==> src/rtl/cmdtlv_pkg.sv <==
// Shared types, codes and helpers for the command TLV parser.
// No dependencies; the parser unit, core, queue, checker and bench import this package.
`timescale 1ns / 1ps

package cmdtlv_pkg;

   // Parse phase, one-hot
   typedef enum logic [3:0] {
      PH_CMD  = 4'b0001,
      PH_PHDR = 4'b0010,
      PH_DATA = 4'b0100,
      PH_SKIP = 4'b1000
   } phase_type;

   // Result kinds
   localparam logic [2:0] KIND_HEADER  = 3'd0;
   localparam logic [2:0] KIND_DATA    = 3'd1;
   localparam logic [2:0] KIND_END     = 3'd2;
   localparam logic [2:0] KIND_ZERO    = 3'd3;
   localparam logic [2:0] KIND_OVERRUN = 3'd4;

   // Result queue size: four entries, so a two-result word fits behind two waiting results
   localparam int RSP_DEPTH = 4;
   localparam int RSP_PTR_W = $clog2(RSP_DEPTH);
   localparam int RSP_CNT_W = $clog2(RSP_DEPTH + 1);

   typedef struct packed {
      logic [2:0]  kind;
      logic [7:0]  cmd_ext;
      logic [7:0]  cmd_type;
      logic [15:0] cmd_length;
      logic [31:0] transaction_id;
      logic [7:0]  param_ext;
      logic [7:0]  param_type;
      logic [15:0] param_length;
      logic [7:0]  payload_byte;
      logic [15:0] byte_index;
      logic        last_in_param;
      logic        last_in_block;
   } rsp_item_type;

   // Up to two results produced by one input word
   typedef struct packed {
      logic         push0;
      logic         push1;
      rsp_item_type item0;
      rsp_item_type item1;
   } rsp_push_type;

   // Assemble one result from the current header registers
   function automatic rsp_item_type make_item(
      input logic [2:0]  kind,
      input logic [63:0] block_header,
      input logic [31:0] param_header,
      input logic [7:0]  payload,
      input logic [15:0] idx,
      input logic        lastp,
      input logic        lastb
   );
      rsp_item_type r;
      r.kind           = kind;
      r.cmd_ext        = block_header[63:56];
      r.cmd_type       = block_header[55:48];
      r.cmd_length     = block_header[47:32];
      r.transaction_id = block_header[31:0];
      r.param_ext      = param_header[31:24];
      r.param_type     = param_header[23:16];
      r.param_length   = param_header[15:0];
      r.payload_byte   = payload;
      r.byte_index     = idx;
      r.last_in_param  = lastp;
      r.last_in_block  = lastb;
      return r;
   endfunction

endpackage

==> src/rtl/cmdtlv_req_if.sv <==
// Input channel of the command TLV parser: valid/ready plus one stream byte.
// No dependencies.
`timescale 1ns / 1ps

interface cmdtlv_req_if;
   logic       valid;
   logic       ready;
   logic [7:0] data_byte;
   logic       start_of_block;

   modport source (output valid, output data_byte, output start_of_block, input ready);
   modport sink (input valid, input data_byte, input start_of_block, output ready);
endinterface

==> src/rtl/cmdtlv_rsp_if.sv <==
// Result channel of the command TLV parser: valid/ready plus one result word.
// No dependencies.
`timescale 1ns / 1ps

interface cmdtlv_rsp_if;
   logic        valid;
   logic        ready;
   logic [2:0]  kind;
   logic [7:0]  cmd_ext;
   logic [7:0]  cmd_type;
   logic [15:0] cmd_length;
   logic [31:0] transaction_id;
   logic [7:0]  param_ext;
   logic [7:0]  param_type;
   logic [15:0] param_length;
   logic [7:0]  payload_byte;
   logic [15:0] byte_index;
   logic        last_in_param;
   logic        last_in_block;

   modport source (
      output valid, output kind, output cmd_ext, output cmd_type, output cmd_length,
      output transaction_id, output param_ext, output param_type, output param_length,
      output payload_byte, output byte_index, output last_in_param, output last_in_block,
      input ready
   );
   modport sink (
      input valid, input kind, input cmd_ext, input cmd_type, input cmd_length,
      input transaction_id, input param_ext, input param_type, input param_length,
      input payload_byte, input byte_index, input last_in_param, input last_in_block,
      output ready
   );
endinterface

==> src/rtl/command_tlv_parser_unit.sv <==
// Command TLV parser. Takes one stream byte per clock while req_chan.ready is high
// and emits the command header, each tagged parameter data byte and an end or
// error word for each block that ends or fails. An accepted byte is decoded in
// the same cycle against the parse registers and its results are written into
// the result queue; with the queue empty, the first of them is on the result
// channel on the next cycle. A byte that ends a block (header with an empty
// parameter area, or the last data byte) yields two result words, absorbed by a
// four-entry result queue. req_chan.ready drops only while that queue holds three or more words.
// Uses cmdtlv_pkg, cmdtlv_req_if, cmdtlv_rsp_if, cmdtlv_core, cmdtlv_rsp_queue.
`timescale 1ns / 1ps

module command_tlv_parser_unit (
   input  logic               clock,
   input  logic               reset,
   cmdtlv_req_if.sink         req_chan,
   cmdtlv_rsp_if.source       rsp_chan
);
   import cmdtlv_pkg::*;

   rsp_push_type push;
   rsp_item_type out_item;
   logic         has_room;
   logic         in_accept;

   assign req_chan.ready = has_room;
   assign in_accept      = req_chan.valid && has_room;

   // Decode and parse state
   cmdtlv_core u_core (
      .clock          (clock),
      .reset          (reset),
      .in_accept      (in_accept),
      .data_byte      (req_chan.data_byte),
      .start_of_block (req_chan.start_of_block),
      .push           (push)
   );

   // Result buffering
   cmdtlv_rsp_queue u_queue (
      .clock     (clock),
      .reset     (reset),
      .push      (push),
      .has_room  (has_room),
      .out_valid (rsp_chan.valid),
      .out_ready (rsp_chan.ready),
      .out_item  (out_item)
   );

   assign rsp_chan.kind           = out_item.kind;
   assign rsp_chan.cmd_ext        = out_item.cmd_ext;
   assign rsp_chan.cmd_type       = out_item.cmd_type;
   assign rsp_chan.cmd_length     = out_item.cmd_length;
   assign rsp_chan.transaction_id = out_item.transaction_id;
   assign rsp_chan.param_ext      = out_item.param_ext;
   assign rsp_chan.param_type     = out_item.param_type;
   assign rsp_chan.param_length   = out_item.param_length;
   assign rsp_chan.payload_byte   = out_item.payload_byte;
   assign rsp_chan.byte_index     = out_item.byte_index;
   assign rsp_chan.last_in_param  = out_item.last_in_param;
   assign rsp_chan.last_in_block  = out_item.last_in_block;

endmodule

==> src/rtl/cmdtlv_core.sv <==
// Parse state and per-word decode: updates the header/count registers and
// produces up to two result words per accepted input word. Uses cmdtlv_pkg.
`timescale 1ns / 1ps

module cmdtlv_core (
   input  logic                  clock,
   input  logic                  reset,
   input  logic                  in_accept,
   input  logic [7:0]            data_byte,
   input  logic                  start_of_block,
   output cmdtlv_pkg::rsp_push_type push
);
   import cmdtlv_pkg::*;

   phase_type   phase_ff, phase_in;
   logic [2:0]  hcount_ff, hcount_in;
   logic [63:0] bhdr_ff, bhdr_in;
   logic [15:0] remain_ff, remain_in;
   logic [31:0] phdr_ff, phdr_in;
   logic [15:0] pidx_ff, pidx_in;

   phase_type   phase_cur;
   logic [2:0]  hcount_cur;
   logic [63:0] bhdr_cur;
   logic [31:0] phdr_cur;
   logic [15:0] pidx_cur;
   logic [15:0] remain_dec;
   logic [15:0] pidx_inc;
   logic        overran;
   logic        lastp;

   // Decode one word: start flag first, then the phase step
   always_comb begin
      phase_cur  = start_of_block ? PH_CMD : phase_ff;
      hcount_cur = start_of_block ? 3'd0 : hcount_ff;
      bhdr_cur   = start_of_block ? 64'd0 : bhdr_ff;
      phdr_cur   = start_of_block ? 32'd0 : phdr_ff;
      pidx_cur   = start_of_block ? 16'd0 : pidx_ff;

      remain_dec = (remain_ff != 16'd0) ? remain_ff - 16'd1 : 16'd0;
      pidx_inc   = pidx_cur + 16'd1;
      overran    = (hcount_cur == 3'd3) && (remain_ff == 16'd0);
      lastp      = (pidx_inc == phdr_cur[15:0]);

      phase_in  = phase_cur;
      hcount_in = hcount_cur;
      bhdr_in   = bhdr_cur;
      remain_in = remain_ff;
      phdr_in   = phdr_cur;
      pidx_in   = pidx_cur;

      push.push0 = 1'b0;
      push.push1 = 1'b0;
      push.item0 = make_item(KIND_HEADER, bhdr_cur, phdr_cur, 8'd0, 16'd0, 1'b0, 1'b0);
      push.item1 = make_item(KIND_END, bhdr_cur, phdr_cur, 8'd0, 16'd0, 1'b0, 1'b1);

      unique case (phase_cur)
         PH_CMD: begin
            bhdr_in   = {bhdr_cur[55:0], data_byte};
            hcount_in = hcount_cur + 3'd1;
            if (hcount_in == 3'd0) begin
               remain_in  = bhdr_in[47:32];
               phdr_in    = 32'd0;
               pidx_in    = 16'd0;
               push.push0 = 1'b1;
               push.item0 = make_item(KIND_HEADER, bhdr_in, 32'd0, 8'd0, 16'd0,
                                      1'b0, 1'b0);
               push.item1 = make_item(KIND_END, bhdr_in, 32'd0, 8'd0, 16'd0,
                                      1'b0, 1'b1);
               if (remain_in == 16'd0) begin
                  push.push1 = 1'b1;
                  phase_in   = PH_SKIP;
               end else begin
                  phase_in = PH_PHDR;
               end
            end
         end
         PH_PHDR: begin
            phdr_in   = {phdr_cur[23:0], data_byte};
            remain_in = remain_dec;
            hcount_in = {1'b0, hcount_cur[1:0] + 2'd1};
            if (hcount_in == 3'd0) begin
               if (phdr_in[15:0] == 16'd0) begin
                  push.push0 = 1'b1;
                  push.item0 = make_item(KIND_ZERO, bhdr_cur, phdr_in, 8'd0, 16'd0,
                                         1'b0, 1'b1);
                  phase_in   = PH_SKIP;
               end else if (overran || (phdr_in[15:0] > remain_dec)) begin
                  push.push0 = 1'b1;
                  push.item0 = make_item(KIND_OVERRUN, bhdr_cur, phdr_in, 8'd0, 16'd0,
                                         1'b0, 1'b1);
                  phase_in   = PH_SKIP;
               end else begin
                  pidx_in  = 16'd0;
                  phase_in = PH_DATA;
               end
            end
         end
         PH_DATA: begin
            push.push0 = 1'b1;
            push.item0 = make_item(KIND_DATA, bhdr_cur, phdr_cur, data_byte, pidx_cur,
                                   lastp, 1'b0);
            remain_in  = remain_dec;
            pidx_in    = pidx_inc;
            if (lastp) begin
               if (remain_dec == 16'd0) begin
                  push.push1 = 1'b1;
                  phase_in   = PH_SKIP;
               end else begin
                  hcount_in = 3'd0;
                  phase_in  = PH_PHDR;
               end
            end
         end
         default: begin
            // skipping: drop the word
         end
      endcase

      if (!in_accept) begin
         push.push0 = 1'b0;
         push.push1 = 1'b0;
      end
   end

   // Advance the parse state on each accepted word
   always_ff @(posedge clock) begin
      if (reset) begin
         phase_ff  <= PH_CMD;
         hcount_ff <= 3'd0;
         bhdr_ff   <= 64'd0;
         remain_ff <= 16'd0;
         phdr_ff   <= 32'd0;
         pidx_ff   <= 16'd0;
      end else if (in_accept) begin
         phase_ff  <= phase_in;
         hcount_ff <= hcount_in;
         bhdr_ff   <= bhdr_in;
         remain_ff <= remain_in;
         phdr_ff   <= phdr_in;
         pidx_ff   <= pidx_in;
      end
   end

endmodule

==> src/rtl/cmdtlv_rsp_queue.sv <==
// Small result queue: takes up to two result words a cycle from the decode,
// hands one a cycle to the result channel while it is ready. Uses cmdtlv_pkg.
`timescale 1ns / 1ps

module cmdtlv_rsp_queue (
   input  logic                      clock,
   input  logic                      reset,
   input  cmdtlv_pkg::rsp_push_type  push,
   output logic                      has_room,
   output logic                      out_valid,
   input  logic                      out_ready,
   output cmdtlv_pkg::rsp_item_type  out_item
);
   import cmdtlv_pkg::*;

   rsp_item_type            slot_ff [RSP_DEPTH];
   logic [RSP_PTR_W-1:0]    wr_ptr_ff, wr_ptr_in;
   logic [RSP_PTR_W-1:0]    rd_ptr_ff, rd_ptr_in;
   logic [RSP_CNT_W-1:0]    count_ff, count_in;
   logic [RSP_PTR_W-1:0]    wr_ptr_next;
   logic                    pop;
   logic [RSP_CNT_W-1:0]    push_cnt;

   // Room for a two-result word; pops this cycle are not counted
   assign has_room  = (count_ff <= RSP_CNT_W'(RSP_DEPTH - 2));
   assign out_valid = (count_ff != '0);
   assign out_item  = slot_ff[rd_ptr_ff];
   assign pop       = out_valid && out_ready;

   always_comb begin
      wr_ptr_next = wr_ptr_ff + RSP_PTR_W'(1);
      push_cnt    = RSP_CNT_W'(push.push0) + RSP_CNT_W'(push.push1);
      wr_ptr_in   = wr_ptr_ff + RSP_PTR_W'(push_cnt);
      rd_ptr_in   = pop ? rd_ptr_ff + RSP_PTR_W'(1) : rd_ptr_ff;
      count_in    = count_ff + push_cnt - RSP_CNT_W'(pop);
   end

   // Store result words
   always_ff @(posedge clock) begin
      if (push.push0) begin
         slot_ff[wr_ptr_ff] <= push.item0;
      end
      if (push.push1) begin
         slot_ff[wr_ptr_next] <= push.item1;
      end
   end

   // Advance pointers and fill count
   always_ff @(posedge clock) begin
      if (reset) begin
         wr_ptr_ff <= '0;
         rd_ptr_ff <= '0;
         count_ff  <= '0;
      end else begin
         wr_ptr_ff <= wr_ptr_in;
         rd_ptr_ff <= rd_ptr_in;
         count_ff  <= count_in;
      end
   end

endmodule

==> src/flat_wrapper.sv <==
// flat-port wrapper written by rule: the top's interface ports become plain ports
module command_tlv_parser_unit_flat import cmdtlv_pkg::*;
  (clock, reset, req_chan_valid, req_chan_data_byte, req_chan_start_of_block, req_chan_ready, rsp_chan_valid, rsp_chan_kind, rsp_chan_cmd_ext, rsp_chan_cmd_type, rsp_chan_cmd_length, rsp_chan_transaction_id, rsp_chan_param_ext, rsp_chan_param_type, rsp_chan_param_length, rsp_chan_payload_byte, rsp_chan_byte_index, rsp_chan_last_in_param, rsp_chan_last_in_block, rsp_chan_ready);
  cmdtlv_req_if req_chan_i ();
  cmdtlv_rsp_if rsp_chan_i ();
  input  logic clock;
  input  logic reset;
  input wire logic [$bits(req_chan_i.valid)-1:0] req_chan_valid;
  input wire logic [$bits(req_chan_i.data_byte)-1:0] req_chan_data_byte;
  input wire logic [$bits(req_chan_i.start_of_block)-1:0] req_chan_start_of_block;
  output wire logic [$bits(req_chan_i.ready)-1:0] req_chan_ready;
  output wire logic [$bits(rsp_chan_i.valid)-1:0] rsp_chan_valid;
  output wire logic [$bits(rsp_chan_i.kind)-1:0] rsp_chan_kind;
  output wire logic [$bits(rsp_chan_i.cmd_ext)-1:0] rsp_chan_cmd_ext;
  output wire logic [$bits(rsp_chan_i.cmd_type)-1:0] rsp_chan_cmd_type;
  output wire logic [$bits(rsp_chan_i.cmd_length)-1:0] rsp_chan_cmd_length;
  output wire logic [$bits(rsp_chan_i.transaction_id)-1:0] rsp_chan_transaction_id;
  output wire logic [$bits(rsp_chan_i.param_ext)-1:0] rsp_chan_param_ext;
  output wire logic [$bits(rsp_chan_i.param_type)-1:0] rsp_chan_param_type;
  output wire logic [$bits(rsp_chan_i.param_length)-1:0] rsp_chan_param_length;
  output wire logic [$bits(rsp_chan_i.payload_byte)-1:0] rsp_chan_payload_byte;
  output wire logic [$bits(rsp_chan_i.byte_index)-1:0] rsp_chan_byte_index;
  output wire logic [$bits(rsp_chan_i.last_in_param)-1:0] rsp_chan_last_in_param;
  output wire logic [$bits(rsp_chan_i.last_in_block)-1:0] rsp_chan_last_in_block;
  input wire logic [$bits(rsp_chan_i.ready)-1:0] rsp_chan_ready;
  assign req_chan_i.valid = req_chan_valid;
  assign req_chan_i.data_byte = req_chan_data_byte;
  assign req_chan_i.start_of_block = req_chan_start_of_block;
  assign req_chan_ready = req_chan_i.ready;
  assign rsp_chan_valid = rsp_chan_i.valid;
  assign rsp_chan_kind = rsp_chan_i.kind;
  assign rsp_chan_cmd_ext = rsp_chan_i.cmd_ext;
  assign rsp_chan_cmd_type = rsp_chan_i.cmd_type;
  assign rsp_chan_cmd_length = rsp_chan_i.cmd_length;
  assign rsp_chan_transaction_id = rsp_chan_i.transaction_id;
  assign rsp_chan_param_ext = rsp_chan_i.param_ext;
  assign rsp_chan_param_type = rsp_chan_i.param_type;
  assign rsp_chan_param_length = rsp_chan_i.param_length;
  assign rsp_chan_payload_byte = rsp_chan_i.payload_byte;
  assign rsp_chan_byte_index = rsp_chan_i.byte_index;
  assign rsp_chan_last_in_param = rsp_chan_i.last_in_param;
  assign rsp_chan_last_in_block = rsp_chan_i.last_in_block;
  assign rsp_chan_i.ready = rsp_chan_ready;
  command_tlv_parser_unit u_core (.clock(clock), .reset(reset), .req_chan(req_chan_i), .rsp_chan(rsp_chan_i));
endmodule
==> config.mk <==
export PLATFORM = sky130hd
export DESIGN_NAME = command_tlv_parser_unit_flat
export DESIGN_NICKNAME = d
export VERILOG_FILES = /design/src/rtl/cmdtlv_pkg.sv /design/src/rtl/cmdtlv_req_if.sv /design/src/rtl/cmdtlv_rsp_if.sv /design/src/rtl/command_tlv_parser_unit.sv /design/src/rtl/cmdtlv_core.sv /design/src/rtl/cmdtlv_rsp_queue.sv /design/src/flat_wrapper.sv
export SDC_FILE = /design/constraint.sdc
export NUM_CORES = 1
export LEC_CHECK = 0
export BUFFER_PORTS_ARGS = -buffer_cell sky130_fd_sc_hd__buf_4
export CORE_MARGIN = 3
export CORE_UTILIZATION = 40
export DETAILED_ROUTE_END_ITERATION = 12
export GPL_ROUTABILITY_DRIVEN = 1
export GPL_TIMING_DRIVEN = 0
export PLACE_DENSITY = 0.59
export SETUP_SLACK_MARGIN = 0.4
export SLEW_MARGIN = 15
export SYNTH_ARGS = -nofsm -noshare
export SYNTH_HDL_FRONTEND = slang
export SYNTH_SLANG_ARGS = --single-unit
export TNS_END_PERCENT = 5
==> constraint.sdc <==
create_clock -name clock -period 13.59 [get_ports clock]
set_clock_uncertainty 0.2 [all_clocks]
set_input_delay 2.718 -clock clock [delete_from_list [all_inputs] [get_ports clock]]
set_output_delay 2.718 -clock clock [all_outputs]
set_load 0.02 [all_outputs]
## Word level (Yosys, flattened, before mapping)

Memory sizes are Yosys's and may differ from the RTL's. A register that Yosys moved wholly into a read port is not among the register bits.
Index checks and enable logic that the tools add are counted.

- Bits in registers: 142
- Bits in latches: 0
- Bits in writable memories: 500
- ROM bits: 0
- Input port bits: 13
- Output and inout bits: 127
- Word-level logic and storage cells: 91
- Memories kept: 1

- Add/sub/neg operators: 10
- Multiply operators: 0
- Divide/modulo/power cells: 0
- Order comparisons: 2
- Equality and inequality tests: 6
- Shifts and indexed selects: 0
- Multiplexer cells: 48
- Bitwise gates (word level): 0
- Reduce and logical (&&, ||, !) cells: 15

Memories:

| name | words | width | read ports | clocked after memory_dff | write ports | RTL line | source |
|---|---|---|---|---|---|---|---|
| u_core.u_queue.slot_ff | 4 | 125 | 1 | 1 | 2 | cmdtlv_rsp_queue.sv:16 | `rsp_item_type slot_ff [RSP_DEPTH];` |

Operator list:

| cell | number |
|---|---|
| two-way mux 125 bit | 4 |
| case mux 125 bit (3 select lines) | 1 |
| two-way mux 252 bit | 1 |
| two-way mux 64 bit | 2 |
| two-way mux 16 bit | 7 |
| logical NOT 16 bit | 4 |
| two-way mux 32 bit | 2 |
| case mux 32 bit (2 select lines) | 1 |
| case mux 16 bit (3 select lines) | 1 |
| two-way mux 4 bit | 8 |
| case mux 16 bit (2 select lines) | 1 |
| adder 16 x 1 -> 16 bit (second input constant) | 1 |
| equality test 16 bit | 1 |
| greater-than comparator 16 bit | 1 |
| nonzero test 16 bit | 1 |
| subtractor 16 x 1 -> 16 bit (second input constant) | 1 |
| case mux 4 bit (3 select lines) | 1 |
| two-way mux 1 bit | 10 |
| two-way mux 3 bit | 3 |
| case mux 3 bit (3 select lines) | 1 |
| adder 2 x 1 -> 2 bit (second input constant) | 3 |
| two-way mux 2 bit | 3 |
| equality test 4 x 1 -> 1 bit (second input constant) | 1 |
| equality test 4 x 2 -> 1 bit (second input constant) | 1 |
| other kinds (19) | 21 |

## Depth between registers and ports, before layout

Gate-level depths: netlist of the first run.

- Depth after elaboration: 12
- Gate-level depth with buffers: 29

## Cells and area by module

Synthesis of the first run repeated with hierarchy kept, for this count alone.

- Cell total of the unflattened synthesis: 2597
- Area total of the unflattened synthesis: 34041.4 µm²

Modules (own cells, without submodules):

| module | instances | cells an instance | area each (µm²) |
|---|---|---|---|
| cmdtlv_rsp_queue | 1 | 1259 | 24632.4 |
| cmdtlv_core | 1 | 1337 | 9402.8 |
| command_tlv_parser_unit | 1 | 1 | 6.3 |

## Worst setup path after synthesis of the first run

Ideal clock, no wire load.

- Path type: input -> register
- Start point: input req_chan_start_of_block
- End point: memory u_core.u_queue.slot_ff[1][112] in the netlist's numbering (data pin)
- Library setup time: 155 ps
- Arrival time: 9801 ps
- Required time: 13235 ps
- Slack: 3433 ps
- Stages on the path: 22
- Path through: clkbuf_1 > clkbuf_1 > clkbuf_1 > clkbuf_1 > clkbuf_1 > buf_1 > nor2b_1 > ha_1 > buf_2 > and4_1 > clkbuf_1 > and2_1 > buf_2 > mux2_2 > nor4b_1 > nor4bb_1 > a31oi_1 > and2_1 > buf_2 > inv_2 > clkbuf_1 > and2_1

RTL lines:

| item | RTL line | source |
|---|---|---|
| start: declaration | flat_wrapper.sv:10 | `input wire logic [$bits(req_chan_i.start_of_block)-1:0] req_chan_start_of_block;` |
| end: declaration | cmdtlv_rsp_queue.sv:16 |  |

==> results_dict.tcl, run 1 <==
set metrics [dict create \
    final_area_mm2 0.0352 \
    hold_slack_ns 0.253 \
    clk_pin_slew_ns 0.06 \
    r2r_cells 22 \
    cp-end-kind "register" \
    cts-resized-gates 0 \
    dieArea_mm2 0.0796 \
    arrival_ns 11.00 \
    post_synth_inst_count 2803 \
    crit_slowest_cell "clkbuf_1" \
    fillerInstances 6934 \
    max_clock_freq_mhz 91.3 \
    wl_um 103000 \
    yosysSeqAreaShare 0.549 \
    internal_power_mw 3.76 \
    final_core_util 0.470 \
    clock-sinks 644 \
    synth_top_area_frac 0.378 \
    switchingPower_mw 1.69 \
    worst_slew_pin_slew_ns 1.32 \
    p_seq_frac 0.384 \
    antennaDiodeCount 0 \
    wl_per_cell_um 25.5 \
    drt-initial-drc-count 2833 \
    ys_ff_latch 644 \
    ys_warn_count 0 \
    dp_cells 3914 \
    root_buffer "clkbuf_16" \
    finalSetupTns_ns 0 \
    p_clk_frac 0.355 \
    drv_cap 0 \
    crit_chain "buf_4, clkbuf_1, clkbuf_1, clkbuf_1, clkbuf_1, clkbuf_1, buf_1, nor2b_1, ha_1, xor2_1, a2111oi_0, o211ai_1, nor4b_1, nand4b_1, or4b_1, buf_2, a21oi_4, nor2_2, inv_2, buf_6, buf_16" \
    fin_crit_ns 10.96 \
    die_x_um 282 \
    via_count 24200 \
    crit_top_cell "clkbuf_1" \
    synth_cell_types 79 \
    syn_to_final_growth_pct 15.5 \
    avgSynthCellArea_um2 10.9 \
    ir_drop_uv 79.1 \
    rsz0062_at_grt "no" \
    synth_top_area_cell "edfxtp_1" \
    cp_num_cells 21 \
    htree_levels 3 \
    worstSkewPairLatency_ns 0.62 \
    cts_tree "built" \
    critPathBufInv 11 \
    drt_pre_antenna_iters 8 \
    placementRows 100 \
    syn-num-nets 2843 \
    overflow 0 \
    ant_nets 0 \
    combinationalPowerShare 0.261 \
    dp_slack_ns 2.11 \
    critPathKind "input pin to register" \
    cts_setup_buffers 0 \
    via_per_inst 5.97 \
    slowest_delay_ns 0.70 \
    relSlewSlack 0.112 \
    dpl.hpwl_um 72000 \
    synth-async-reset-ratio 0 \
    cts_buffers 73 \
    syn_area_mm2 0.0305 \
    drcViolationCount 0 \
    synth-edff-count 384 \
    clockBufferDepth 3 \
    instances_no_fill 4050 \
    core_mm2 0.0749 \
    track_usage 0.256 \
    path_delay_family "buffers and inverters" \
    startpoint_type "input pin" \
    status "finished, final reports clean" \
    p_sw_frac 0.309 \
    synth-main-ff-cell "edfxtp_1" \
    drv_slew 0 \
    cp_max_fo 71 \
    fin_crit_sh 0.806 \
    synthTopCellsByArea "edfxtp_1, dfxtp_1, mux4_2" \
    setup_viol 0 \
    grt_pass1_wl_um 153000 \
    cts-hold-fix-buffers 0 \
    start_util 0.407 \
    leakagePower_nw 11.6 \
    grt_pass1_vias 23700 \
    antenna_found_initial 4 \
    fin_nets 3060 \
    hold_viol 0 \
    p_per_area_mw_per_mm2 155 \
    gp_congestion 0.898 \
    fp.dieH_um 282 \
    hold_path.class "register to register" \
    fin_ws_ns 2.63 \
    cp.required_ns 13.64 \
    pin_count 140 \
    drive_gt1_frac 0.146 \
    hold_depth 2 \
    grt_max_degree 72 \
    place_area_mm2 0.0329 \
    port_buffers 137 \
    p_total_mw 5.45 \
]
## sequential cells by signal, indices dropped and copies added (netlist names), named ones only
name,flops
u_core.u_core.phdr_ff,32
u_core.u_core.phase_ff,4
u_core.u_core.hcount_ff,3
u_core.u_queue.slot_ff,500
u_core.u_queue.wr_ptr_ff,2
u_core.u_core.pidx_ff,16
u_core.u_queue.rd_ptr_ff,2
u_core.u_core.bhdr_ff,64
u_core.u_queue.count_ff,3
u_core.u_core.remain_ff,16
## logic make-up after synthesis
family | Yosys count | share of synthesized area
simple gates | 1086 | 0.175
flops | 644 | 0.549
compound gates | 590 | 0.121
buf+inv | 283 | 0.0376
mux | 138 | 0.0966
xor+xnor | 35 | 0.0101
fa+ha+maj | 27 | 0.0113
## path summary, 6_finish.rpt
kind / start / to / slack [ns]
hold / removal: u_core.u_queue.slot_ff[0][22] / u_core.u_queue.slot_ff[0][22] / 0.25
setup reg to reg: u_core.u_core.remain_ff[0] / u_core.u_queue.slot_ff[1][120] / 6.42
hold reg to reg: u_core.u_queue.slot_ff[0][22] / u_core.u_queue.slot_ff[0][22] / 0.25
setup / recovery: req_chan_start_of_block / u_core.u_queue.slot_ff[2][52] / 2.63
## layout by cell type, fill, tap and decap left out, drive strengths merged, types with 27 or more instances in the layout
cell / synthesis / routed
o21ai: 57 / 57
a22oi: 60 / 60
nor2: 233 / 233
nand2: 336 / 336
and3: 56 / 56
clkinv: 0 / 27
nand3: 117 / 117
and2: 204 / 204
o22ai: 90 / 90
dfxtp: 260 / 260
clkbuf: 202 / 302
buf: 60 / 199
nor2b: 37 / 37
mux4: 125 / 125
edfxtp: 384 / 384
a21oi: 256 / 256
## synth_stat cells, drive strengths merged, types with 6 or more instances
| library cell | n |
|---|---|
| xor2 | 12 |
| nor2 | 233 |
| o211ai | 10 |
| ha | 26 |
| a21oi | 256 |
| nor2b | 37 |
| o2bb2ai | 14 |
| xnor2 | 23 |
| o32ai | 18 |
| or2 | 7 |
| dfxtp | 260 |
| clkbuf | 202 |
| nor3 | 22 |
| edfxtp | 384 |
| o21ai | 57 |
| nand2b | 9 |
| or3 | 11 |
| a22oi | 60 |
| buf | 60 |
| nor4 | 13 |
| a22o | 6 |
| inv | 21 |
| and3 | 56 |
| a211oi | 26 |
| and2 | 204 |
| nand3 | 117 |
| nand2 | 336 |
| mux2i | 12 |
| nand4 | 11 |
| mux4 | 125 |
| o22ai | 90 |
| a21o | 6 |
| a31oi | 8 |
## power by group through the flow
stage / Clock, mW / Sequential, mW / Combinational, mW
finish: 1.93 / 2.09 / 1.42
global route: 2.03 / 2.09 / 1.52
CTS: 1.96 / 2.09 / 1.43
detailed placement: 0 / 2.13 / 1.43
global placement: 0 / 2.13 / 1.42
floorplan: 0 / 2.13 / 0.916
## cell type report
type                       count  area, µm²  area share
timing repair buffer         142       1170      0.0331
tap                          969       1210      0.0344
buffer                       262       1100      0.0311
multi-input combinational   1876      12600       0.358
clock buffer                  97       2010      0.0570
inverter                      21       78.8     0.00224
sequential                   644      16700       0.475
clock inverter                39        319     0.00906
## metal layers
metal | up-vias | global-route usage | share of wire
met3 | 224 | 0.0484 | 0.089
met5 | - | 0 | 0
met4 | 0 | 0.103 | 0.038
li1 | 10700 | - | -
met1 | 12000 | 0.352 | 0.42
met2 | 1238 | 0.403 | 0.46
## worst min-delay path, cell delays in order, from the launching register on
cell and delay (ns):
dfxtp_1 0.30, nand2_1 0.05, a21oi_1 0.05
No activity file was read; power rests on OpenSTA's default activity.
==> run 2: changes to the inputs <==
--- a/config.mk
+++ b/config.mk
@@ -11,7 +11,7 @@
 export DETAILED_ROUTE_END_ITERATION = 12
 export GPL_ROUTABILITY_DRIVEN = 1
 export GPL_TIMING_DRIVEN = 0
-export PLACE_DENSITY = 0.59
+export PLACE_DENSITY = 0.61
 export SETUP_SLACK_MARGIN = 0.4
 export SLEW_MARGIN = 15
 export SYNTH_ARGS = -nofsm -noshare
==> constraint.sdc (replaced) <==
create_clock -name clock -period 9.5 [get_ports clock]
set_clock_uncertainty 0.2 [all_clocks]
set_input_delay 1.9 -clock clock [delete_from_list [all_inputs] [get_ports clock]]
set_output_delay 1.9 -clock clock [all_outputs]
set_load 0.02 [all_outputs]
==> run 2 against run 1 <==
Against the previous run: count of clock-buffer cells in the layout shrank 1; global-route usage shrank 0.34 points; worst setup slack lost 1.8 ns; first-iteration DRC count grew 0.64%; total power grew 43%; non-clock buffer count shrank 1; cell area is essentially flat; largest cell class unchanged; worst hold slack is essentially flat; register-to-register slack lost 4.0 ns.
==> results_dict.tcl, run 2 (synthesized netlist as in run 1, its figures left out) <==
set metrics [dict create \
    setup.worst_path.start "req_chan_start_of_block" \
    largest_reg_flops 500 \
    clock-sinks 644 \
    drive_gt1_frac 0.145 \
    hold_slack_ns 0.253 \
    clockBufferDepth 3 \
    leakagePower_nw 11.6 \
    gp_congestion 0.919 \
    overflow 0 \
    path_delay_family "buffers and inverters" \
    die_x_um 282 \
    via_count 24300 \
    startpoint_type "input pin" \
    cts_buffers 72 \
    slowest_delay_ns 0.50 \
    antenna_found_initial 2 \
    htree_levels 3 \
    drt_pre_antenna_iters 6 \
    critPathBufInv 14 \
    syn_to_final_growth_pct 15.5 \
    pin_count 140 \
    setup_viol 0 \
    critPathKind "input pin to register" \
    track_usage 0.253 \
    grt_pass1_wl_um 151000 \
    ant_nets 0 \
    core_mm2 0.0749 \
    fin_crit_sh 0.913 \
    dpl.hpwl_um 70900 \
    dieArea_mm2 0.0796 \
    final_cell_mix "edfxtp_1, nand2_1, dfxtp_1" \
    cts_tree "built" \
    rsz0062_at_grt "no" \
    hold_path.class "register to register" \
    start_util 0.407 \
    fin_ws_ns 0.827 \
    clk_pin_slew_ns 0.06 \
    grt_max_degree 80 \
    worstSkewPairLatency_ns 0.64 \
    r2r_slack_ns 2.45 \
    ir_drop_uv 102 \
    max_clock_freq_mhz 115 \
    cts_setup_buffers 0 \
    wl_per_cell_um 25.2 \
    worst_slew_pin_slew_ns 1.15 \
    finalSetupTns_ns 0 \
    via_per_inst 6.00 \
    cp_max_fo 69 \
    wl_um 102000 \
    drv_slew 0 \
    fin_nets 3058 \
    r2r_end "u_core.u_queue.slot_ff[2][119]" \
    final_common_cell "edfxtp_1" \
    grt_pass1_vias 23600 \
    root_buffer "clkbuf_16" \
    cp.required_ns 9.58 \
    drv_cap 0 \
    port_buffers 137 \
    r2r_cells 20 \
    cp-end-kind "register" \
    crit_slowest_cell "or4b_1" \
    status "finished, final reports clean" \
    arrival_ns 8.75 \
    dp_slack_ns -0.691 \
    hold_end "u_core.u_queue.slot_ff[2][22]" \
    hold_depth 2 \
    drt-initial-drc-count 2851 \
    crit_chain "buf_4, clkbuf_1, clkbuf_2, clkbuf_2, clkbuf_2, clkbuf_2, buf_2, nor2b_1, ha_1, buf_2, and4_1, clkbuf_1, and2_1, buf_2, mux2_2, nor4b_1, nand4b_1, or4b_1, buf_2, a21oi_4, nor2_2, inv_2, buf_6, buf_16" \
    p_per_area_mw_per_mm2 221 \
    r2r_start "u_core.u_core.remain_ff[0]" \
    top_register "u_core.u_queue.slot_ff" \
    place_area_mm2 0.0329 \
    fin_crit_ns 8.67 \
    fp.dieH_um 282 \
    reg.largest.list "u_core.u_queue.slot_ff: 500 flops, u_core.u_core.bhdr_ff: 64 flops, u_core.u_core.phdr_ff: 32 flops" \
    hold_viol 0 \
    final_core_util 0.470 \
    final_area_mm2 0.0352 \
    placementRows 100 \
    drcViolationCount 0 \
    hp-start "u_core.u_queue.slot_ff[2][22]" \
    relSlewSlack 0.231 \
]
-- run 2: report_power, final --
group | internal (mW) | switching (mW) | leakage, nW
clock | 1.58 | 1.20 | 1.14
combinational | 0.838 | 1.19 | 4.79
sequential | 2.96 | 0.0329 | 5.63
-- run 2: worst max path at each step --
stage	slack [ns]	cells past startpoint	endpoint
finish	0.83	24	u_core.u_queue.slot_ff[2][40]
global route	0.59	21	u_core.u_queue.slot_ff[2][44]
CTS	0.42	24	u_core.u_queue.slot_ff[2][51]
detailed placement	-0.69	24	u_core.u_queue.slot_ff[2][41]
global placement	-2.06	23	u_core.u_queue.slot_ff[2][41]
floorplan	1.44	22	u_core.u_queue.slot_ff[2][100]
-- run 2: final cells by class --
cell class                 instances  area, µm²
clock inverter                    36        385
antenna                            1       2.50
sequential                       644      16700
multi-input combinational       1876      12600
tap                              969       1210
timing repair buffer             141       1140
clock buffer                      96       1950
buffer                           262       1110
inverter                          21       78.8
fill                            6829      39700
-- run 2: stage by stage --
step,power [mW],cells
CTS,7.84,4045
floorplan,4.35,2803
finish,7.80,4046
detailed placement,5.09,3913
global placement,5.07,3909
global route,8.08,4045
-- run 2: routing by layer --
| layer | track usage | wire, µm |
|---|---|---|
| met1 | 0.346 | 41600 |
| met2 | 0.396 | 46600 |
| met3 | 0.0484 | 9350 |
| met4 | 0.106 | 4300 |
| met5 | 0 | 0 |
-- run 2: timing repair --
action,4_1_cts,5_1_grt
setup endpoints to repair,211,203
gates resized for setup,2,6
gates cloned,0,0
hold buffers,0,0
-- run 2: worst reg2reg max path, cell delays in order, from the launching register on --
cell      delay, ns
dfxtp_1        0.29
buf_2          0.16
inv_1          0.09
ha_1           0.24
nor3b_1        0.64
nand4_1        0.33
o31a_1         0.32
a31oi_1        0.21
ha_1           0.28
and3_1         0.16
nand4_1        0.19
o31ai_1        0.10
nor3_1         0.47
o221ai_2       0.36
a211oi_2       0.67
nor3_2         0.26
nor2_2         0.74
inv_2          0.17
buf_6          0.30
buf_16         0.27
and2_1         0.34
